===== config.mk =====
export PLATFORM = sky130hd
export DESIGN_NAME = shell_line_lexer
export DESIGN_NICKNAME = d
export VERILOG_FILES = /design/src/hw/rtl/sll_pkg.sv /design/src/hw/rtl/sll_core.sv /design/src/hw/rtl/sll_outq.sv /design/src/hw/rtl/shell_line_lexer.sv
export SDC_FILE = /design/constraint.sdc
export NUM_CORES = 1
export LEC_CHECK = 0
export ABC_CLOCK_PERIOD_IN_PS = 5800
export BUFFER_PORTS_ARGS = -buffer_cell sky130_fd_sc_hd__buf_2
export CAP_MARGIN = 15
export CORE_UTILIZATION = 35
export DETAILED_ROUTE_END_ITERATION = 8
export HOLD_SLACK_MARGIN = 0.05
export SYNTH_ARGS = -nofsm -noshare
export SYNTH_HDL_FRONTEND = slang
export SYNTH_SLANG_ARGS = --single-unit

===== constraint.sdc =====
create_clock -name clk -period 5.8 [get_ports clk]
set_input_delay 0 -clock clk [delete_from_list [all_inputs] [get_ports clk]]
set_output_delay 0 -clock clk [all_outputs]
set_load 0.02 [all_outputs]

===== src/hw/rtl/sll_pkg.sv =====
package sll_pkg;

	// fixed field widths
	localparam int unsigned LEN_W = 12;
	localparam int unsigned LEN_MAX = 4095;
	localparam int unsigned MAX_TOKEN_LEN_DEF = 4095;

	// result queue depth, a power of two and at least two
	localparam int unsigned OUTQ_DEPTH = 4;

	typedef logic [LEN_W-1:0] len_t;

	// token kinds as seen on the result channel
	typedef enum logic [2:0] {
		K_WORD    = 3'd0,
		K_PIPE    = 3'd1,
		K_IN      = 3'd2,
		K_OUT     = 3'd3,
		K_HEREDOC = 3'd4,
		K_APPEND  = 3'd5,
		K_END     = 3'd6
	} kind_t;

	// lexer modes, one-hot
	typedef enum logic [4:0] {
		ST_IDLE  = 5'b00001,
		ST_WORD  = 5'b00010,
		ST_QUOTE = 5'b00100,
		ST_LT    = 5'b01000,
		ST_GT    = 5'b10000
	} mode_t;

	// special bytes
	localparam logic [7:0] CH_PIPE  = 8'h7C;
	localparam logic [7:0] CH_LT    = 8'h3C;
	localparam logic [7:0] CH_GT    = 8'h3E;
	localparam logic [7:0] CH_SQUOT = 8'h27;
	localparam logic [7:0] CH_DQUOT = 8'h22;
	localparam logic [7:0] CH_SPACE = 8'h20;

	// input request
	typedef struct packed {
		logic [7:0] char_byte;
		logic       line_end;
	} cmd_t;

	// result request
	typedef struct packed {
		kind_t token_kind;
		len_t  token_length;
		logic  unclosed_quote;
		logic  last_of_run;
	} tok_t;

	// up to two results pushed into the queue in one cycle
	typedef struct packed {
		logic [1:0] cnt;
		tok_t       r0;
		tok_t       r1;
	} push_t;

	function automatic tok_t make_tok(kind_t kind, len_t len, logic unc);
		tok_t t;
		t.token_kind     = kind;
		t.token_length   = len;
		t.unclosed_quote = unc;
		t.last_of_run    = 1'b0;
		return t;
	endfunction

endpackage


===== src/hw/rtl/sll_core.sv =====
module sll_core #(
	parameter int unsigned MAX_TOKEN_LEN = sll_pkg::MAX_TOKEN_LEN_DEF
) (
	input  logic           clk,
	input  logic           arst_n,
	input  logic           fire,
	input  sll_pkg::cmd_t  item,
	output sll_pkg::push_t push
);

	localparam int unsigned CAP_INT =
		(MAX_TOKEN_LEN < sll_pkg::LEN_MAX) ? MAX_TOKEN_LEN : sll_pkg::LEN_MAX;
	localparam sll_pkg::len_t LEN_CAP = sll_pkg::len_t'(CAP_INT);

	sll_pkg::mode_t mode_q, nx_mode, id_mode;
	logic           qd_q, nx_qd, id_qd;
	sll_pkg::len_t  len_q, nx_len, id_len, len_inc;

	logic [7:0] b;
	logic       is_sp, is_pipe, is_lt, is_gt, is_sq, is_dq, is_delim, id_pipe, unc;
	logic [1:0] n;
	sll_pkg::tok_t e0, e1, end_rec;

	// byte classes
	assign b        = item.char_byte;
	assign is_sp    = (b == sll_pkg::CH_SPACE) || (b inside {[8'd9:8'd13]});
	assign is_pipe  = (b == sll_pkg::CH_PIPE);
	assign is_lt    = (b == sll_pkg::CH_LT);
	assign is_gt    = (b == sll_pkg::CH_GT);
	assign is_sq    = (b == sll_pkg::CH_SQUOT);
	assign is_dq    = (b == sll_pkg::CH_DQUOT);
	assign is_delim = is_sp || is_pipe || is_lt || is_gt;

	// saturating length step
	assign len_inc = (len_q < LEN_CAP) ? len_q + sll_pkg::len_t'(1) : LEN_CAP;

	// what a byte does when seen between tokens
	always_comb begin
		id_mode = sll_pkg::ST_WORD;
		id_len  = sll_pkg::len_t'(1);
		id_qd   = qd_q;
		id_pipe = 1'b0;
		if (is_sp) begin
			id_mode = sll_pkg::ST_IDLE;
			id_len  = '0;
		end else if (is_pipe) begin
			id_mode = sll_pkg::ST_IDLE;
			id_len  = '0;
			id_pipe = 1'b1;
		end else if (is_lt) begin
			id_mode = sll_pkg::ST_LT;
			id_len  = '0;
		end else if (is_gt) begin
			id_mode = sll_pkg::ST_GT;
			id_len  = '0;
		end else if (is_sq || is_dq) begin
			id_mode = sll_pkg::ST_QUOTE;
			id_qd   = is_dq;
		end
	end

	// one step of the lexer: next state and up to two tokens
	always_comb begin
		nx_mode = mode_q;
		nx_qd   = qd_q;
		nx_len  = len_q;
		n       = 2'd0;
		unc     = 1'b0;
		e0      = '0;
		e1      = '0;
		end_rec = '0;
		if (item.line_end) begin
			case (mode_q)
				sll_pkg::ST_WORD: begin
					e0 = sll_pkg::make_tok(sll_pkg::K_WORD, len_q, 1'b0);
					n  = 2'd1;
				end
				sll_pkg::ST_QUOTE: begin
					e0  = sll_pkg::make_tok(sll_pkg::K_WORD, len_q, 1'b0);
					n   = 2'd1;
					unc = 1'b1;
				end
				sll_pkg::ST_LT: begin
					e0 = sll_pkg::make_tok(sll_pkg::K_IN, sll_pkg::len_t'(1), 1'b0);
					n  = 2'd1;
				end
				sll_pkg::ST_GT: begin
					e0 = sll_pkg::make_tok(sll_pkg::K_OUT, sll_pkg::len_t'(1), 1'b0);
					n  = 2'd1;
				end
				default: begin
					n = 2'd0;
				end
			endcase
			// end record follows any flushed token
			end_rec = sll_pkg::make_tok(sll_pkg::K_END, '0, unc);
			if (n == 2'd1) begin
				e1 = end_rec;
				n  = 2'd2;
			end else begin
				e0 = end_rec;
				n  = 2'd1;
			end
			nx_mode = sll_pkg::ST_IDLE;
			nx_qd   = 1'b0;
			nx_len  = '0;
		end else begin
			case (mode_q)
				sll_pkg::ST_WORD: begin
					if (is_delim) begin
						e0      = sll_pkg::make_tok(sll_pkg::K_WORD, len_q, 1'b0);
						n       = 2'd1;
						if (id_pipe) begin
							e1 = sll_pkg::make_tok(sll_pkg::K_PIPE, sll_pkg::len_t'(1), 1'b0);
							n  = 2'd2;
						end
						nx_mode = id_mode;
						nx_qd   = id_qd;
						nx_len  = id_len;
					end else begin
						nx_len = len_inc;
						if (is_sq || is_dq) begin
							nx_qd   = is_dq;
							nx_mode = sll_pkg::ST_QUOTE;
						end
					end
				end
				sll_pkg::ST_QUOTE: begin
					nx_len = len_inc;
					if ((qd_q && is_dq) || (!qd_q && is_sq)) begin
						nx_mode = sll_pkg::ST_WORD;
					end
				end
				sll_pkg::ST_LT: begin
					if (is_lt) begin
						e0      = sll_pkg::make_tok(sll_pkg::K_HEREDOC, sll_pkg::len_t'(2), 1'b0);
						n       = 2'd1;
						nx_mode = sll_pkg::ST_IDLE;
					end else begin
						e0      = sll_pkg::make_tok(sll_pkg::K_IN, sll_pkg::len_t'(1), 1'b0);
						n       = 2'd1;
						if (id_pipe) begin
							e1 = sll_pkg::make_tok(sll_pkg::K_PIPE, sll_pkg::len_t'(1), 1'b0);
							n  = 2'd2;
						end
						nx_mode = id_mode;
						nx_qd   = id_qd;
						nx_len  = id_len;
					end
				end
				sll_pkg::ST_GT: begin
					if (is_gt) begin
						e0      = sll_pkg::make_tok(sll_pkg::K_APPEND, sll_pkg::len_t'(2), 1'b0);
						n       = 2'd1;
						nx_mode = sll_pkg::ST_IDLE;
					end else begin
						e0      = sll_pkg::make_tok(sll_pkg::K_OUT, sll_pkg::len_t'(1), 1'b0);
						n       = 2'd1;
						if (id_pipe) begin
							e1 = sll_pkg::make_tok(sll_pkg::K_PIPE, sll_pkg::len_t'(1), 1'b0);
							n  = 2'd2;
						end
						nx_mode = id_mode;
						nx_qd   = id_qd;
						nx_len  = id_len;
					end
				end
				default: begin
					if (id_pipe) begin
						e0 = sll_pkg::make_tok(sll_pkg::K_PIPE, sll_pkg::len_t'(1), 1'b0);
						n  = 2'd1;
					end
					nx_mode = id_mode;
					nx_qd   = id_qd;
					nx_len  = id_len;
				end
			endcase
		end
		// mark the final token of this byte
		if (n == 2'd1) begin
			e0.last_of_run = 1'b1;
		end
		if (n == 2'd2) begin
			e1.last_of_run = 1'b1;
		end
	end

	// tokens go to the queue only when the step is taken
	always_comb begin
		push.cnt = fire ? n : 2'd0;
		push.r0  = e0;
		push.r1  = e1;
	end

	// lexer state
	always_ff @(posedge clk or negedge arst_n) begin
		if (!arst_n) begin
			mode_q <= sll_pkg::ST_IDLE;
			qd_q   <= 1'b0;
			len_q  <= '0;
		end else if (fire) begin
			mode_q <= nx_mode;
			qd_q   <= nx_qd;
			len_q  <= nx_len;
		end
	end

endmodule


===== src/hw/rtl/sll_outq.sv =====
module sll_outq (
	input  logic           clk,
	input  logic           arst_n,
	input  sll_pkg::push_t push,
	output logic           room,
	output logic           tok_valid,
	input  logic           tok_stall,
	output sll_pkg::tok_t  tok
);

	localparam int unsigned PTR_W = $clog2(sll_pkg::OUTQ_DEPTH);

	typedef logic [PTR_W-1:0] ptr_t;
	typedef logic [PTR_W:0]   cnt_t;

	sll_pkg::tok_t mem [sll_pkg::OUTQ_DEPTH];
	ptr_t wr_q, rd_q;
	cnt_t cnt_q;
	logic pop;

	assign pop       = tok_valid && !tok_stall;
	assign tok_valid = (cnt_q != '0);
	assign tok       = mem[rd_q];
	// space for the worst case of two tokens from one byte
	assign room      = (cnt_q <= cnt_t'(sll_pkg::OUTQ_DEPTH - 2));

	// pointers and fill count
	always_ff @(posedge clk or negedge arst_n) begin
		if (!arst_n) begin
			wr_q  <= '0;
			rd_q  <= '0;
			cnt_q <= '0;
		end else begin
			wr_q  <= wr_q + ptr_t'(push.cnt);
			rd_q  <= rd_q + ptr_t'(pop);
			cnt_q <= cnt_q + cnt_t'(push.cnt) - cnt_t'(pop);
		end
	end

	// token storage
	always_ff @(posedge clk) begin
		if (push.cnt != 2'd0) begin
			mem[wr_q] <= push.r0;
		end
		if (push.cnt == 2'd2) begin
			mem[wr_q + ptr_t'(1)] <= push.r1;
		end
	end

endmodule


===== src/hw/rtl/shell_line_lexer.sv =====
// shell_line_lexer: command-line tokenizer
//
// cmd channel: one request per byte of the command line (char_byte), or a
// line-end request (line_end = 1) that flushes the pending token and adds an
// end-of-line record. tok channel: one request per token as it closes, with
// kind, length in bytes (quotes included, saturating), the unclosed-quote
// flag on the end record, and last_of_run on the final token of a byte.
// A request moves when valid is high and stall is low.
// Path: a taken byte is held in the input register and lexed from there; its
// tokens are written into the result queue and offered on tok from the queue.
// Throughput: one byte per cycle while the result queue has room for two
// tokens; tok hands out a single token at a time through the single read
// port of the result queue, so bytes that close two tokens fill the queue
// until cmd_stall holds the input.
// A stalled tok request holds; the queue keeps taking bytes until it lacks
// room for two tokens, then cmd_stall rises.
// Reset clears the lexer to idle between tokens and empties the queue.
module shell_line_lexer #(
	parameter int unsigned MAX_TOKEN_LEN = sll_pkg::MAX_TOKEN_LEN_DEF
) (
	input  logic          clk,
	input  logic          arst_n,
	input  logic          cmd_valid,
	output logic          cmd_stall,
	input  sll_pkg::cmd_t cmd,
	output logic          tok_valid,
	input  logic          tok_stall,
	output sll_pkg::tok_t tok
);

	logic           cmd_valid_s1;
	sll_pkg::cmd_t  cmd_s1;
	logic           room, fire, take;
	sll_pkg::push_t push;

	assign fire      = cmd_valid_s1 && room;
	assign cmd_stall = cmd_valid_s1 && !room;
	assign take      = cmd_valid && !cmd_stall;

	// input register
	always_ff @(posedge clk or negedge arst_n) begin
		if (!arst_n) begin
			cmd_valid_s1 <= 1'b0;
		end else if (take) begin
			cmd_valid_s1 <= 1'b1;
		end else if (fire) begin
			cmd_valid_s1 <= 1'b0;
		end
	end

	always_ff @(posedge clk) begin
		if (take) begin
			cmd_s1 <= cmd;
		end
	end

	sll_core #(
		.MAX_TOKEN_LEN(MAX_TOKEN_LEN)
	) u_core (
		.clk   (clk),
		.arst_n(arst_n),
		.fire  (fire),
		.item  (cmd_s1),
		.push  (push)
	);

	sll_outq u_outq (
		.clk      (clk),
		.arst_n   (arst_n),
		.push     (push),
		.room     (room),
		.tok_valid(tok_valid),
		.tok_stall(tok_stall),
		.tok      (tok)
	);

endmodule


==> impl_metrics.env <==
export IMPL_grt_max_degree=27
export IMPL_min_path_type="input port to register"
export IMPL_synth_seq_cells=103
export IMPL_wire_per_inst_um=17.7
export IMPL_crit_chain="or4_4, a31o_2, a211oi_4, nor3_1, o21a_1, nor2_1, ha_1, inv_1, fa_1, xor2_1, xnor2_1"
export IMPL_dp_hpwl_mm=8.78
export IMPL_fin_util_pct=39.9
export IMPL_final_cell_mix="nand3_1, dfxtp_1, edfxtp_1"
export IMPL_slew_headroom_pct=26.8
export IMPL_num_antenna_cells=0
export IMPL_required_ns=6.05
export IMPL_drv_slew=0
export IMPL_root_buffer="clkbuf_16"
export IMPL_slowest_stage="or4_4"
export IMPL_synth_edf_count=33
export IMPL_grt_pass1_vias=4035
export IMPL_grt_pass1_wl_mm=21.1
export IMPL_p_leak_nw=2.29
export IMPL_cts_tree="built"
export IMPL_cts_buffers_inserted=9
export IMPL_worstSetupStartpointType="register"
export IMPL_drive_gt1_share_pct=20.3
export IMPL_die_area_sq_um=16000
export IMPL_place_inst=703
export IMPL_fmax_mhz=309
export IMPL_io_buffers=31
export IMPL_setup_tns_ns=0
export IMPL_clk_pin_slew_worst_paths_ns=0.07
export IMPL_rows=45
export IMPL_ys_async_sr_fraction_pct=25.2
export IMPL_finalPower_mw=2.51
export IMPL_vias_per_cell=5.76
export IMPL_drv_cap=0
export IMPL_ant_nets=0
export IMPL_synth_ff_type="dfxtp_1"
export IMPL_synth_nets=537
export IMPL_fin_skew_ns=0.0104
export IMPL_cp_slowest_stage_delay_ns=0.58
export IMPL_synth_simple_area_share_pct=20.1
export IMPL_synth_area_leaders="edfxtp_1, dfxtp_1, dfrtp_1"
export IMPL_io_pins=32
export IMPL_drt_iter0_drc=352
export IMPL_worst_path_max_fanout=10
export IMPL_gr_usage_all_layers_pct=17.1
export IMPL_synth_area_sq_um=5440
export IMPL_htree_levels=3
export IMPL_syn_inst=517
export IMPL_ys_seq_area_share_pct=46.4
export IMPL_synth_fa_ha_area_share_pct=1.75
export IMPL_synth_top_family_by_area="simple AND/OR/NAND/NOR gates"
export IMPL_initial_utilization_pct=35.8
export IMPL_hold_viol=0
export IMPL_worst_skew_pair_late_latency_ns=0.37
export IMPL_overflow=0
export IMPL_ir_drop_v=0.000180
export IMPL_endpoint_kind="register"
export IMPL_status="completed"
export IMPL_fin_nets=557
export IMPL_final_period_utilization_pct=55.8
export IMPL_cpLargestDelayFamily="compound AO/OA/AOI/OAI gates"
export IMPL_powerDensity_nw_per_um2=413
export IMPL_yosysTopAreaCellShare_pct=18.2
export IMPL_core_area_sq_um=15200
export IMPL_syn_avg_cell_area_sq_um=10.5
export IMPL_yosysWarnings=0
export IMPL_period_needed_ns=3.23
export IMPL_synth_largest_area_cell="edfxtp_1"
export IMPL_synth_xor_area_share_pct=1.45
export IMPL_dieHeight_um=127
export IMPL_synth_distinct_cells=80
export IMPL_clock_sinks=103
export IMPL_drt_total_wl_mm=12.9
export IMPL_drcViolationCount=0
export IMPL_gp_congestion=0.862
export IMPL_whs_ns=0.114
export IMPL_final_setup_viol_count=0
export IMPL_synth_compound_area_share_pct=17.6
export IMPL_drt_pass1_iterations=7
export IMPL_path_class="register to register"
export IMPL_area_growth_pct=11.7
export IMPL_antenna_found_initial=0
export IMPL_grt_setup_unrepaired="no"
export IMPL_fin_cells=730
export IMPL_muxShareOfSynthArea_pct=8.47
export IMPL_final_common_cell="nand3_1"
export IMPL_path_buf_inv=1
export IMPL_tightest_slew_ns=1.10
export IMPL_vias=4207
export IMPL_worst_ep_arrival_time_ns=3.48
export IMPL_clk_path_buf_depth=2
export IMPL_fp_dieW_um=127
export IMPL_cts_resized=0
==> state kept, by name, summed over array words and instances, names as in the netlist <==
| register | cells |
|---|---|
| cmd_s1 | 9 |
| cmd_valid_s1 | 1 |
| u_core.len_q | 12 |
| u_core.mode_q | 5 |
| u_core.qd_q | 1 |
| u_outq.cnt_q | 3 |
| u_outq.mem | 68 |
| u_outq.rd_q | 2 |
| u_outq.wr_q | 2 |
==> per-layer routing <==
layer / GRT usage [%] / part of all wire (%)
met4: 8.29 / 2.1
met1: 22.0 / 45
met2: 27.5 / 48
met3: 3.37 / 5.1
met5: 0 / 0
==> power by group <==
group | switching, mW | internal, mW
Combinational | 0.505 | 0.336
Sequential | 0.187 | 0.868
Clock | 0.297 | 0.314
Total | 0.988 | 1.52
==> final cells by class <==
class                   instances  area [sq um]
clock inverters                 6          62.6
clock buffers                  10           239
multi-input cells             369          2680
repair buffers                 46           295
flip-flops and latches        103          2520
well taps                     188           235
fillers                      1508          9130
inverters                       8          30.0
==> cells in the mapped netlist, types with 4 or more instances <==
| cell type | n |
|---|---|
| a21oi_1 | 20 |
| buf_2 | 16 |
| clkbuf_1 | 14 |
| dfrtp_1 | 25 |
| dfxtp_1 | 44 |
| edfxtp_1 | 33 |
| ha_1 | 6 |
| inv_1 | 7 |
| mux2_1 | 4 |
| mux4_2 | 17 |
| nand2_1 | 32 |
| nand2_2 | 4 |
| nand2_4 | 7 |
| nand2b_1 | 6 |
| nand3_1 | 48 |
| nand4_1 | 6 |
| nor2_1 | 31 |
| nor3_1 | 13 |
| nor4_1 | 5 |
| nor4b_1 | 4 |
| o211a_1 | 4 |
| o21ai_0 | 12 |
| o21ai_1 | 23 |
| o22ai_1 | 15 |
| o31ai_1 | 10 |
| o31ai_2 | 11 |
| or3_1 | 7 |
| xnor2_1 | 4 |
| xor2_1 | 5 |
==> what timing repair did <==
item                                    CTS  global route
buffers inserted                          0             0
endpoints found under the setup margin    0             0
hold buffers                             11             0
endpoints found under the hold margin    36             0
==> worst paths after layout <==
kind	start	end	slack [ns]	cells after the start
hold reg to reg	u_outq.mem[2][4]$_SDFFE_PP0P_	u_outq.mem[2][4]$_SDFFE_PP0P_	0.46	2
setup / recovery	cmd_s1[3]$_DFFE_PP_	u_outq.cnt_q[2]$_DFF_PN0_	2.57	11
hold / removal	tok_stall	u_outq.rd_q[0]$_DFF_PN0_	0.11	3
max in group asynchronous	arst_n	u_outq.wr_q[1]$_DFF_PN0_	5.22	2
min in group asynchronous	arst_n	u_core.mode_q[3]$_DFFE_PN0P_	0.18	2
setup reg to reg	cmd_s1[3]$_DFFE_PP_	u_outq.cnt_q[2]$_DFF_PN0_	2.57	11
==> kinds of logic after synthesis <==
logic type | after synthesis
and+or+nand+nor | 196
DFF | 103
adders and majority gates | 7
xor gates and xnor gates | 9
muxes | 24
AOI/OAI and AO/OA | 133
buffers and inverters | 45
==> per-stage QoR <==
stage	setup slack (ns)	area, sq um
CTS	2.58	6070
finish	2.57	6070
global placement	2.67	5660
detailed placement	2.59	5660
global route	2.35	6070
floorplan	2.81	5440
==> worst reg2reg max path, stage by stage, from the launching register on <==
cell and delay (ns):
edfxtp_1 0.51, or4_4 0.58, a31o_2 0.28, a211oi_4 0.37
nor3_1 0.09, o21a_1 0.26, nor2_1 0.17, ha_1 0.17
inv_1 0.05, fa_1 0.37, xor2_1 0.16, xnor2_1 0.13
Power figures use the tool's default switching activity.
